**src/hw/rtl/vrsm_pkg.sv**
```systemverilog
// Shared types, register indexes and reset values for the vertex rotate, scale and move block.
package vrsm_pkg;

    localparam int CFG_INDEX_W = 3;
    localparam int CFG_DATA_W  = 32;

    localparam logic [CFG_INDEX_W-1:0] REG_MODE         = 3'd0;
    localparam logic [CFG_INDEX_W-1:0] REG_AXIS         = 3'd1;
    localparam logic [CFG_INDEX_W-1:0] REG_COS_ANGLE    = 3'd2;
    localparam logic [CFG_INDEX_W-1:0] REG_SIN_ANGLE    = 3'd3;
    localparam logic [CFG_INDEX_W-1:0] REG_SCALE_FACTOR = 3'd4;
    localparam logic [CFG_INDEX_W-1:0] REG_OFFSET       = 3'd5;

    localparam logic [1:0] MODE_ROTATE = 2'd0;
    localparam logic [1:0] MODE_SCALE  = 2'd1;
    localparam logic [1:0] MODE_MOVE   = 2'd2;

    localparam logic [1:0] AXIS_X = 2'd0;
    localparam logic [1:0] AXIS_Y = 2'd1;
    localparam logic [1:0] AXIS_Z = 2'd2;

    localparam logic [1:0]         RST_MODE         = MODE_SCALE;
    localparam logic [1:0]         RST_AXIS         = AXIS_X;
    localparam logic signed [17:0] RST_COS_ANGLE    = 18'sd65536;
    localparam logic signed [17:0] RST_SIN_ANGLE    = 18'sd0;
    localparam logic signed [31:0] RST_SCALE_FACTOR = 32'sd65536;
    localparam logic signed [31:0] RST_OFFSET       = 32'sd0;

    typedef struct packed {
        logic signed [31:0] pos_x;
        logic signed [31:0] pos_y;
        logic signed [31:0] pos_z;
        logic               last_in;
    } vertex_in_t;

    typedef struct packed {
        logic signed [31:0] new_x;
        logic signed [31:0] new_y;
        logic signed [31:0] new_z;
        logic               last_out;
    } vertex_out_t;

    typedef struct packed {
        logic [1:0]         mode;
        logic [1:0]         axis;
        logic signed [17:0] cos_angle;
        logic signed [17:0] sin_angle;
        logic signed [31:0] scale_factor;
        logic signed [31:0] offset;
    } cfg_t;

endpackage

```
**src/hw/rtl/vrsm_cfg.sv**
```systemverilog
// Configuration register bank for the vertex rotate, scale and move block.
module vrsm_cfg (
    input  logic                                aclk,
    input  logic                                aresetn,
    input  logic                                cfg_valid,
    output logic                                cfg_ready,
    input  logic [vrsm_pkg::CFG_INDEX_W-1:0]    cfg_index,
    input  logic [vrsm_pkg::CFG_DATA_W-1:0]     cfg_data,
    output vrsm_pkg::cfg_t                      cfg
);
    import vrsm_pkg::*;

    cfg_t cfg_reg;

    assign cfg_ready = 1'b1;
    assign cfg       = cfg_reg;

    always_ff @(posedge aclk) begin
        if (!aresetn) begin
            cfg_reg.mode         <= RST_MODE;
            cfg_reg.axis         <= RST_AXIS;
            cfg_reg.cos_angle    <= RST_COS_ANGLE;
            cfg_reg.sin_angle    <= RST_SIN_ANGLE;
            cfg_reg.scale_factor <= RST_SCALE_FACTOR;
            cfg_reg.offset       <= RST_OFFSET;
        end else if (cfg_valid) begin
            case (cfg_index)
                REG_MODE:         cfg_reg.mode         <= cfg_data[1:0];
                REG_AXIS:         cfg_reg.axis         <= cfg_data[1:0];
                REG_COS_ANGLE:    cfg_reg.cos_angle    <= cfg_data[17:0];
                REG_SIN_ANGLE:    cfg_reg.sin_angle    <= cfg_data[17:0];
                REG_SCALE_FACTOR: cfg_reg.scale_factor <= cfg_data;
                REG_OFFSET:       cfg_reg.offset       <= cfg_data;
                default: begin
                end
            endcase
        end
    end

endmodule

```
**config.mk**
```make
export PLATFORM = sky130hd
export DESIGN_NAME = vrsm_cfg
export DESIGN_NICKNAME = d
export VERILOG_FILES = /design/src/hw/rtl/vrsm_pkg.sv /design/src/hw/rtl/vrsm_cfg.sv
export SDC_FILE = /design/constraint.sdc
export NUM_CORES = 1
export LEC_CHECK = 0
export BUFFER_PORTS_ARGS = -buffer_cell sky130_fd_sc_hd__buf_4
export CAP_MARGIN = 20
export CORE_MARGIN = 4
export CORE_UTILIZATION = 53
export CTS_CLUSTER_SIZE = 25
export DETAILED_ROUTE_END_ITERATION = 8
export PLACE_DENSITY = 0.91
export REMOVE_ABC_BUFFERS = 1
export SYNTH_ARGS = -nofsm -noshare
export SYNTH_HDL_FRONTEND = slang
export SYNTH_SLANG_ARGS = --single-unit
```
**constraint.sdc**
```tcl
create_clock -name aclk -period 2.3 [get_ports aclk]
set_input_delay 0.575 -clock aclk [delete_from_list [all_inputs] [get_ports aclk]]
set_output_delay 0.575 -clock aclk [all_outputs]
set_load 0.05 [all_outputs]
```
* Yosys cells after proc, flatten, opt, wreduce, memory -nomap -nowiden *
Cells that the tools add are included.

word-level totals
  bits in registers = 104
  bits in latches = 0
  RAM bits = 0
  memory bits (read-only) = 0
  input port bits = 38
  output and inout port bits = 105
  logic and storage cells = 18
  memories kept = 0

operators by class
  $add $sub $neg = 0
  $mul = 0
  divide/modulo/power cells = 0
  magnitude comparators = 0
  equal/unequal tests = 5
  shift operators = 0
  muxes and demuxes = 0
  bitwise logic cells = 0
  reductions and logical operators = 7

operators by type and width
  operator            number
  $reduce_and 2->1    6
  $eq 3x2->1 const B  2
  $eq 3x3->1 const B  2
  $eq 3x1->1 const B  1
  $logic_not 3->1     1

* Depth between registers and ports, before layout *
Gate-level depths: netlist of run 1.

  depth after elaboration = 2
  depth in mapped cells = 4
  gate-level depth less buffers = 2

* Least setup slack after synthesis of run 1 *
Ideal clock, no wire load.

  path kind = input -> register
  from = input port cfg_index[0] in the netlist's numbering
  to = register cfg_reg, in the netlist cfg[33]
  setup time = 0.072 ns
  data arrival time = 1.307 ns
  required time = 2.228 ns
  setup slack = 0.921 ns
  stages on the path = 4
  buffers on the path = 2
  cells stage by stage = and4bb_1 > buf_2 > buf_6 > mux2i_1

between the ends
  longest elaborated chain between the ends = 2

ends and longest elaborated chain
  what                               line            text
  start: declaration                 vrsm_cfg.sv:7   input logic [vrsm_pkg::CFG_INDEX_W-1:0] cfg_index,
  $eq 3x3->1                         vrsm_cfg.sv:27  case (cfg_index)
  $reduce_and 2->1 (no source line)  n/a
  end: declaration                   vrsm_cfg.sv:13  cfg_t cfg_reg;

No other way between the ends.
A chain may end at the register's enable or synchronous reset.

* Worst setup path in the final report of run 1 *
  from = register cfg_reg, in the netlist cfg[96]
  to = output port cfg[96] in the netlist's numbering

RTL lines
  what              line           text
  end: declaration  vrsm_cfg.sv:9  output vrsm_pkg::cfg_t cfg

No word-level cell between the ends.

==> flow_summary.json, run 1 <==
{
  "status": "finished, final reports clean",
  "die_w_um": 93.59,
  "hold_class": "flip-flop to flip-flop",
  "arrival_ns": 0.94,
  "min-delay-start": "cfg[103]$_SDFFE_PN0P_",
  "yosysWarnings": 0,
  "fmax_mhz": 662.2,
  "grt_pass1_wl_um": 14050,
  "critical_path_class": "flip-flop to primary output",
  "htree_levels": 3,
  "wire_per_inst_um": 14.39,
  "post-dp-hpwl_um": 6322,
  "core_um2": 6944,
  "dr.pass1.iters": 4,
  "placementRows": 30,
  "worstReg2RegEnd": "cfg[91]$_SDFFE_PN0P_",
  "cts.reportedPaths.clkPinSlew_ns": 0.08,
  "postCtsHoldBufs": 0,
  "finalNonFillerCells": 614,
  "synth_area_um2": 3882,
  "cts_tree": "built",
  "drt-total-wl_um": 8835,
  "synth_commonest_cells": "nand2_1, dfxtp_1, mux2i_1",
  "max_slew_margin": 0.5105,
  "synth.avg_cell_area_um2": 10.19,
  "ff_latch_area_um2": 2082,
  "slowest_stage": "dfxtp_1",
  "largest_reg_flops": 104,
  "crit_chain": "buf_4",
  "critical-path-top-delay-family": "flip-flops",
  "reg2reg_slack_ns": 1.64,
  "min_period_over_period": 0.6566,
  "clock_path_buffers": 2,
  "critPathMaxStageDelay_ns": 0.37,
  "tightestPinTransition_ns": 0.7241,
  "rsz0062_at_grt": "false",
  "drive_gt1_frac": 0.3224,
  "synth_area_leaders": "dfxtp_1, mux2i_1, nand2_1, buf_4, clkbuf_1",
  "portBuffers": 141,
  "r2r_start": "cfg[91]$_SDFFE_PN0P_",
  "yosysSeqAreaShare": 0.5363,
  "p_leak_nw": 2.570,
  "grt_max_degree": 136,
  "p_per_area_nw_per_um2": 647.8,
  "critPathMaxFanout": 2,
  "fill_cells": 498,
  "gp_congestion": 0.8265,
  "reg2regPathDepth": 2,
  "hold_slack_ns": 0.4626,
  "design.die.area_um2": 8759,
  "via_count": 3067,
  "pin_count": 143,
  "maxCapViolations": 0,
  "peakVddDrop_mv": 0.4647,
  "cts_sinks": 104,
  "grt_overflow": 0,
  "antenna_left": 0,
  "vias_per_cell": 4.995,
  "drc_errors": 0,
  "multi_input_area_um2": 1654,
  "utilization": 0.7449,
  "finalSetupTns_ns": 0,
  "synth_ff_type": "dfxtp_1",
  "yosysMostFrequentCell": "nand2_1",
  "cts_resized": 0,
  "setup_violations": 0,
  "synth_cells": 381,
  "fin_skew_ns": 0,
  "synthToLayoutAreaGrowth_pct": 33.23,
  "drt_first_iter_violations": 97,
  "whs_path_depth": 2,
  "dp_cells": 599,
  "ys_ff_latch": 104,
  "synthArstFlopShare": 0,
  "crit_path_end_kind": "primary output",
  "grt.total_usage": 0.2026,
  "critPathRequiredTime_ns": 1.73,
  "whs_endpoint": "cfg[103]$_SDFFE_PN0P_",
  "antenna_found_initial": 0,
  "synth_area_leader_cell": "dfxtp_1",
  "crit_buf_inv": 1,
  "antenna_cells": 0,
  "cts_inserted_buffers": 9,
  "grt_pass1_vias": 3025,
  "start_kind": "flip-flop",
  "insertion_delay_ns": 0.35,
  "synth-edff-count": 0,
  "cts_root_buf": "clkbuf_8",
  "cts_setup_buffers": 0,
  "start_util": 0.5591,
  "drv_slew": 0,
  "finalHoldViolCount": 0,
  "period_needed_ns": 1.510,
  "die_y_um": 93.59,
  "ys_types": 16,
  "nets": 552,
  "synth_top_area_frac": 0.5363
}
[per-stage QoR]
stage	total power, W	worst slack (ns)	area (um2)
after floorplan	0.002140	-0.2007	3730
after global placement	0.002309	0.6421	4987
after detailed placement	0.002318	0.5779	4987
after CTS	0.003377	0.7777	5172
after global routing	0.003486	0.7390	5172
final	0.003351	0.7899	5172
[routing by layer]
layer / track usage / vias up / share of wire
li1: - / 1514 / -
met1: 0.2288 / 1436 / 0.41
met2: 0.3413 / 102 / 0.49
met3: 0.07321 / 15 / 0.086
met4: 0.09146 / 0 / 0.019
met5: 0 / - / 0
[how the worst max path moves through the flow]
stage | startpoint | slack [ns] | depth (start not counted) | endpoint
2_1_floorplan | cfg_index[1] | -0.20 | 2 | cfg[0]$_SDFFE_PN0P_
3_3_place_gp | cfg_index[1] | 0.64 | 3 | cfg[103]$_SDFFE_PN0P_
3_5_place_dp | cfg_index[1] | 0.58 | 3 | cfg[102]$_SDFFE_PN1P_
4_1_cts | cfg[47]$_SDFFE_PN0P_ | 0.78 | 1 | cfg[47]
5_1_grt | cfg[96]$_SDFFE_PN0P_ | 0.74 | 1 | cfg[96]
6_report | cfg[96]$_SDFFE_PN0P_ | 0.79 | 1 | cfg[96]
[cell type report]
| cell class | instances | share of cell area |
|---|---|---|
| clock buffers | 9 | 0.02395 |
| clock inverters | 6 | 0.01185 |
| multi-input cells | 250 | 0.3198 |
| flip-flops and latches | 104 | 0.4025 |
| well taps | 96 | 0.02322 |
| repair buffers | 149 | 0.2187 |
[kinds of logic after synthesis]
group / Yosys count / share of synthesized area
other cells: 1 / 0.0009659
mux: 104 / 0.2681
flops: 104 / 0.5363
buf+inv: 27 / 0.03932
simple gates: 145 / 0.1553
[report_power, final]
group / leakage, nW / internal, W / total (W) / switching (W)
registers: 0.842 / 0.00184 / 0.00186 / 0.0000220
clock network: 0.0948 / 0.000494 / 0.00108 / 0.000583
logic: 1.63 / 0.000144 / 0.000413 / 0.000269
total: 2.57 / 0.00248 / 0.00335 / 0.000874
[layout by cell type, fill, tap and decap left out, drive strengths merged]
master and count:
buf 149, nand2 133, mux2i 104, dfxtp 104, clkbuf 9, nor2b 5, clkinv 4, nand4b 2
and4bb 2, nor4bb 1, nor4b 1, nand4bb 1, conb 1, bufinv 1, clkinvlp 1
No activity file was read; power rests on OpenSTA's default activity.
==> run 2: changes to the inputs <==
Settings changed: ABC_AREA from default to 1, CORE_UTILIZATION 53 to 50, PLACE_DENSITY 0.91 to 0.86.
Clock period 2.3 ns to 1.5 ns, I/O delays scaled along.
==> flow_summary.json, run 2 <==
{
  "crit_chain": "buf_4",
  "die_w_um": 99.79,
  "largest_reg_flops": 104,
  "antenna_left": 0,
  "crit_buf_inv": 1,
  "htree_levels": 3,
  "design.die.area_um2": 9958,
  "grt_pass1_wl_um": 18470,
  "critical_path_class": "flip-flop to primary output",
  "drive_gt1_frac": 0.2453,
  "status": "finished, final reports clean",
  "r2r_start": "cfg[25]$_SDFFE_PN0P_",
  "die_y_um": 99.79,
  "use_met3": 0.04378,
  "intPower_w": 0.004234,
  "synth_top_area_frac": 0.4942,
  "slowest_stage": "dfxtp_1",
  "rsz0062_at_grt": "false",
  "dr.pass1.iters": 4,
  "final_common_cell": "nor2_1",
  "yosysWarnings": 0,
  "gp_congestion": 0.8274,
  "clkPwrFrac": 0.334,
  "maxCapViolations": 0,
  "synth.avg_cell_area_um2": 6.872,
  "insertion_delay_ns": 0.36,
  "ff_latch_area_um2": 2082,
  "worstReg2RegEnd": "cfg[25]$_SDFFE_PN0P_",
  "synth_ff_type": "dfxtp_1",
  "layout_common_cells": "nor2_1, buf_4, nand2_1",
  "synth-edff-count": 0,
  "drv_slew": 0,
  "seqPwrFrac": 0.488,
  "finalHoldViolCount": 0,
  "post-dp-hpwl_um": 7979,
  "yosysMostFrequentCell": "nor2_1",
  "hold_class": "primary input to flip-flop",
  "cts_tree": "built",
  "crit_end": "cfg[74]",
  "drt-total-wl_um": 11600,
  "grt.met2_usage": 0.4135,
  "critPathMaxStageDelay_ns": 0.39,
  "finalInstanceArea_um2": 5629,
  "use_met1": 0.2630,
  "vias_per_cell": 4.917,
  "nets": 779,
  "placementRows": 33,
  "critPathMaxFanout": 2,
  "top_usage_layer": "met2",
  "grt_overflow": 0,
  "reg2reg_slack_ns": 0.88,
  "clock_path_buffers": 2,
  "via_count": 4184,
  "synthToLayoutAreaGrowth_pct": 33.62,
  "critPathRequiredTime_ns": 1.12,
  "synth_cells": 613,
  "grt_pass1_vias": 3862,
  "start_kind": "flip-flop",
  "grt.total_usage": 0.2308,
  "arrival_ns": 0.97,
  "fmax_mhz": 746.0,
  "min_period_over_period": 0.8937,
  "p_sw_w": 0.001737,
  "synth_area_leaders": "dfxtp_1, nor2_1, nand3_1, nand2_1, inv_1",
  "synth_area_leader_cell": "dfxtp_1",
  "setup_violations": 0,
  "utilization": 0.6851,
  "critical-path-top-delay-family": "flip-flops",
  "crit_cells": 1,
  "fill_cells": 685,
  "wire_per_inst_um": 13.64,
  "cts.reportedPaths.clkPinSlew_ns": 0.09,
  "pin_count": 143,
  "fin_skew_ns": 0,
  "ys_ff_latch": 104,
  "synthArstFlopShare": 0,
  "hold_slack_ns": 0.2313,
  "placedInstanceArea_um2": 5398,
  "reg2regPathDepth": 2,
  "ys_types": 15,
  "yosysSeqAreaShare": 0.4942,
  "p_leak_nw": 2.734,
  "drc_errors": 0,
  "cts_resized": 0,
  "peakVddDrop_mv": 0.6199,
  "start_util": 0.5127,
  "antenna_found_initial": 0,
  "multi_input_area_um2": 1783,
  "postCtsHoldBufs": 0,
  "cts_root_buf": "clkbuf_8",
  "startpoint": "cfg[74]$_SDFFE_PN0P_",
  "grt_max_degree": 75,
  "p_per_area_nw_per_um2": 1061,
  "core_um2": 8217,
  "cts_inserted_buffers": 9,
  "synth_commonest_cells": "nor2_1, nand2_1, dfxtp_1, nand3_1, inv_1",
  "finalPower_w": 0.005970,
  "drt_first_iter_violations": 171,
  "portBuffers": 141,
  "antenna_cells": 0,
  "crit_path_end_kind": "primary output",
  "period_needed_ns": 1.340,
  "p_sw_frac": 0.2909,
  "synth_area_um2": 4213,
  "combPwrFrac": 0.178,
  "cts_sinks": 104,
  "cts_setup_buffers": 0
}
[run 2: cell types whose count changed after synthesis, sizes merged, moves of 19 or more]
cell   delta
mux2i   -104
nor2    +212
nand2    -19
inv      +38
nand3   +104
buf      +19
[run 2: stage by stage]
step                setup slack (ns)  TNS, ns  cells
floorplan                    -0.5141   -29.68    574
global placement              0.2487        0    835
detailed placement            0.1751        0    835
CTS                           0.1468        0    851
global route                  0.1212        0    851
finish                        0.1595        0    851
[run 2: metal layers]
layer	vias to the layer above	routed length [um]	part of all wire
li1	2135	-	-
met1	1884	4430	0.38
met2	148	6019	0.52
met3	17	895	0.077
met4	0	259	0.022
met5	-	0	0
[run 2: power by group through the flow]
stage / clock network [W] / logic [W] / registers (W)
after global placement: 0 / 0.00104 / 0.00297
final: 0.00199 / 0.00106 / 0.00291
after CTS: 0.00202 / 0.00107 / 0.00291
after global routing: 0.00214 / 0.00114 / 0.00293
after detailed placement: 0 / 0.00106 / 0.00298
after floorplan: 0 / 0.000319 / 0.00330
[run 2: cell families after synthesis]
kind of cell / after synthesis / synth area share
flip-flops: 104 / 0.4942
AND/OR/NAND/NOR: 430 / 0.4200
AO/OA/AOI/OAI: 1 / 0.001187
buffers and inverters: 77 / 0.08375
other: 1 / 0.0008901
[run 2: how the worst min path moves through the flow]
stage                               startpoint                     to  slack, ns  cells past startpoint
after global placement    cfg[99]$_SDFFE_PN0P_   cfg[99]$_SDFFE_PN0P_       0.46                      2
final                             cfg_data[16]   cfg[98]$_SDFFE_PN1P_       0.23                      3
after global routing               cfg_data[0]  cfg[102]$_SDFFE_PN1P_       0.23                      3
after CTS                          cfg_data[0]  cfg[102]$_SDFFE_PN1P_       0.22                      3
after detailed placement  cfg[46]$_SDFFE_PN0P_   cfg[46]$_SDFFE_PN0P_       0.47                      2
after floorplan                        aresetn  cfg[102]$_SDFFE_PN1P_       0.46                      1
[run 2: layout make-up]
cell class / instances / area share
Multi-Input combinational cell: 432 / 0.3167
Tap cell: 105 / 0.02334
Clock inverter: 4 / 0.01356
Inverter: 38 / 0.02534
Clock buffer: 12 / 0.02756
Sequential cell: 104 / 0.3699
Timing Repair Buffer: 156 / 0.2236
==> run 3: changes to the inputs <==
Settings changed: ABC_AREA 1 to 0, CORE_UTILIZATION 50 to 49, PLACE_DENSITY 0.86 to 0.85.
==> flow_summary.json, run 3 (synthesis gave the netlist of run 1 again) <==
{
  "status": "finished, final reports clean",
  "maxCapViolations": 0,
  "gp_congestion": 0.8128,
  "grt_max_degree": 51,
  "r2r_start": "cfg[3]$_SDFFE_PN0P_",
  "final_common_cell": "buf_4",
  "crit_path_end_kind": "primary output",
  "combPwrFrac": 0.129,
  "antenna_left": 0,
  "via_count": 3072,
  "fill_cells": 615,
  "grt_overflow": 0,
  "fmax_mhz": 767.9,
  "min_period_over_period": 0.8682,
  "arrival_ns": 0.93,
  "nets": 558,
  "p_leak_nw": 2.602,
  "cts_inserted_buffers": 9,
  "pin_count": 143,
  "peakVddDrop_mv": 0.5815,
  "largest_reg_flops": 104,
  "start_kind": "flip-flop",
  "critPathMaxStageDelay_ns": 0.37,
  "portBuffers": 141,
  "grt_pass1_wl_um": 14860,
  "htree_levels": 3,
  "setup_violations": 0,
  "crit_chain": "buf_4",
  "grt.total_usage": 0.1894,
  "clkPwrFrac": 0.307,
  "critical-path-top-delay-family": "flip-flops",
  "critPathRequiredTime_ns": 1.12,
  "vias_per_cell": 4.900,
  "postCtsHoldBufs": 0,
  "intPower_w": 0.003672,
  "placedInstanceArea_um2": 5077,
  "grt_pass1_vias": 3121,
  "drv_slew": 0,
  "cts_sinks": 104,
  "p_sw_frac": 0.2745,
  "crit_buf_inv": 1,
  "startpoint": "cfg[3]$_SDFFE_PN0P_",
  "post-dp-hpwl_um": 6631,
  "drc_errors": 0,
  "critical_path_class": "flip-flop to primary output",
  "layout_common_cells": "buf_4, nand2_1, mux2i_1, dfxtp_1, clkbuf_8",
  "wire_per_inst_um": 14.18,
  "synthToLayoutAreaGrowth_pct": 35.19,
  "placementRows": 32,
  "antenna_found_initial": 0,
  "period_needed_ns": 1.302,
  "antenna_cells": 0,
  "die_w_um": 97.02,
  "hold_class": "primary input to flip-flop",
  "rsz0062_at_grt": "false",
  "slowest_stage": "dfxtp_1",
  "p_sw_w": 0.001389,
  "clock_path_buffers": 2,
  "drt_first_iter_violations": 57,
  "p_per_area_nw_per_um2": 964.2,
  "min-delay-start": "cfg_data[26]",
  "drive_gt1_frac": 0.3295,
  "cts_setup_buffers": 0,
  "core_um2": 7727,
  "cts_tree": "built",
  "start_util": 0.5024,
  "finalHoldViolCount": 0,
  "insertion_delay_ns": 0.34,
  "critPathMaxFanout": 2,
  "fin_skew_ns": 0,
  "finalSetupTns_ns": 0,
  "design.die.area_um2": 9412,
  "drt-total-wl_um": 8890,
  "cts.reportedPaths.clkPinSlew_ns": 0.10,
  "finalInstanceArea_um2": 5249,
  "seqPwrFrac": 0.564,
  "cts_root_buf": "clkbuf_8",
  "cts_resized": 0,
  "dr.pass1.iters": 4,
  "die_y_um": 97.02
}
## run 3: changes by cell type in the layout (fill, tap and decap cells not counted), moves of 3 or more
cell	previous run	this run
nor2b_1	0	5
mux2i_1	0	104
nand3_1	104	0
inv_1	34	0
inv_2	4	0
nor2_2	6	0
buf_12	7	4
nor2_1	204	0
nand2_1	114	133
## run 3: final timing paths
path	slack, ns	depth (start not counted)	endpoint
worst min register to register	0.46	2	cfg[1]$_SDFFE_PN0P_
worst max register to register	0.86	2	cfg[3]$_SDFFE_PN0P_
worst min-delay path	0.30	3	cfg[26]$_SDFFE_PN0P_
worst max-delay path	0.20	1	cfg[3]
## run 3: routing by layer
layer  track usage  vias to the layer above  share of wire
li1              -                     1528              -
met1        0.2236                     1443           0.41
met3       0.05984                       14          0.072
met5             0                        -              0
met2        0.3270                       87           0.50
met4       0.05940                        0          0.012
## run 3: area by class of cell
class,count,area [um2],share of cell area
well taps,102,127.6,0.02431
repair buffers,155,1214,0.2312
multi-input cells,250,1654,0.3151
flip-flops and latches,104,2082,0.3967
clock inverters,6,43.79,0.008343
clock buffers,10,127.6,0.02431
## run 3: power groups by stage
stage / registers (W) / logic [W] / clock network (W)
6_report: 0.00286 / 0.000653 / 0.00155
5_1_grt: 0.00286 / 0.000695 / 0.00171
2_1_floorplan: 0.00313 / 0.000156 / 0
4_1_cts: 0.00286 / 0.000658 / 0.00159
3_5_place_dp: 0.00292 / 0.000658 / 0
3_3_place_gp: 0.00292 / 0.000646 / 0
## run 3: stage by stage
step	hold WS, ns	util	setup slack (ns)	cells	total power [W]
detailed placement	0.4521	0.6571	0.1197	611	0.003577
CTS	0.2864	0.6792	0.1853	627	0.005100
floorplan	0.5226	-	-0.8007	354	0.003281
global route	0.2948	0.6792	0.1459	627	0.005268
finish	0.2964	0.6792	0.1977	627	0.005061
global placement	0.4430	0.6571	0.1623	611	0.003563
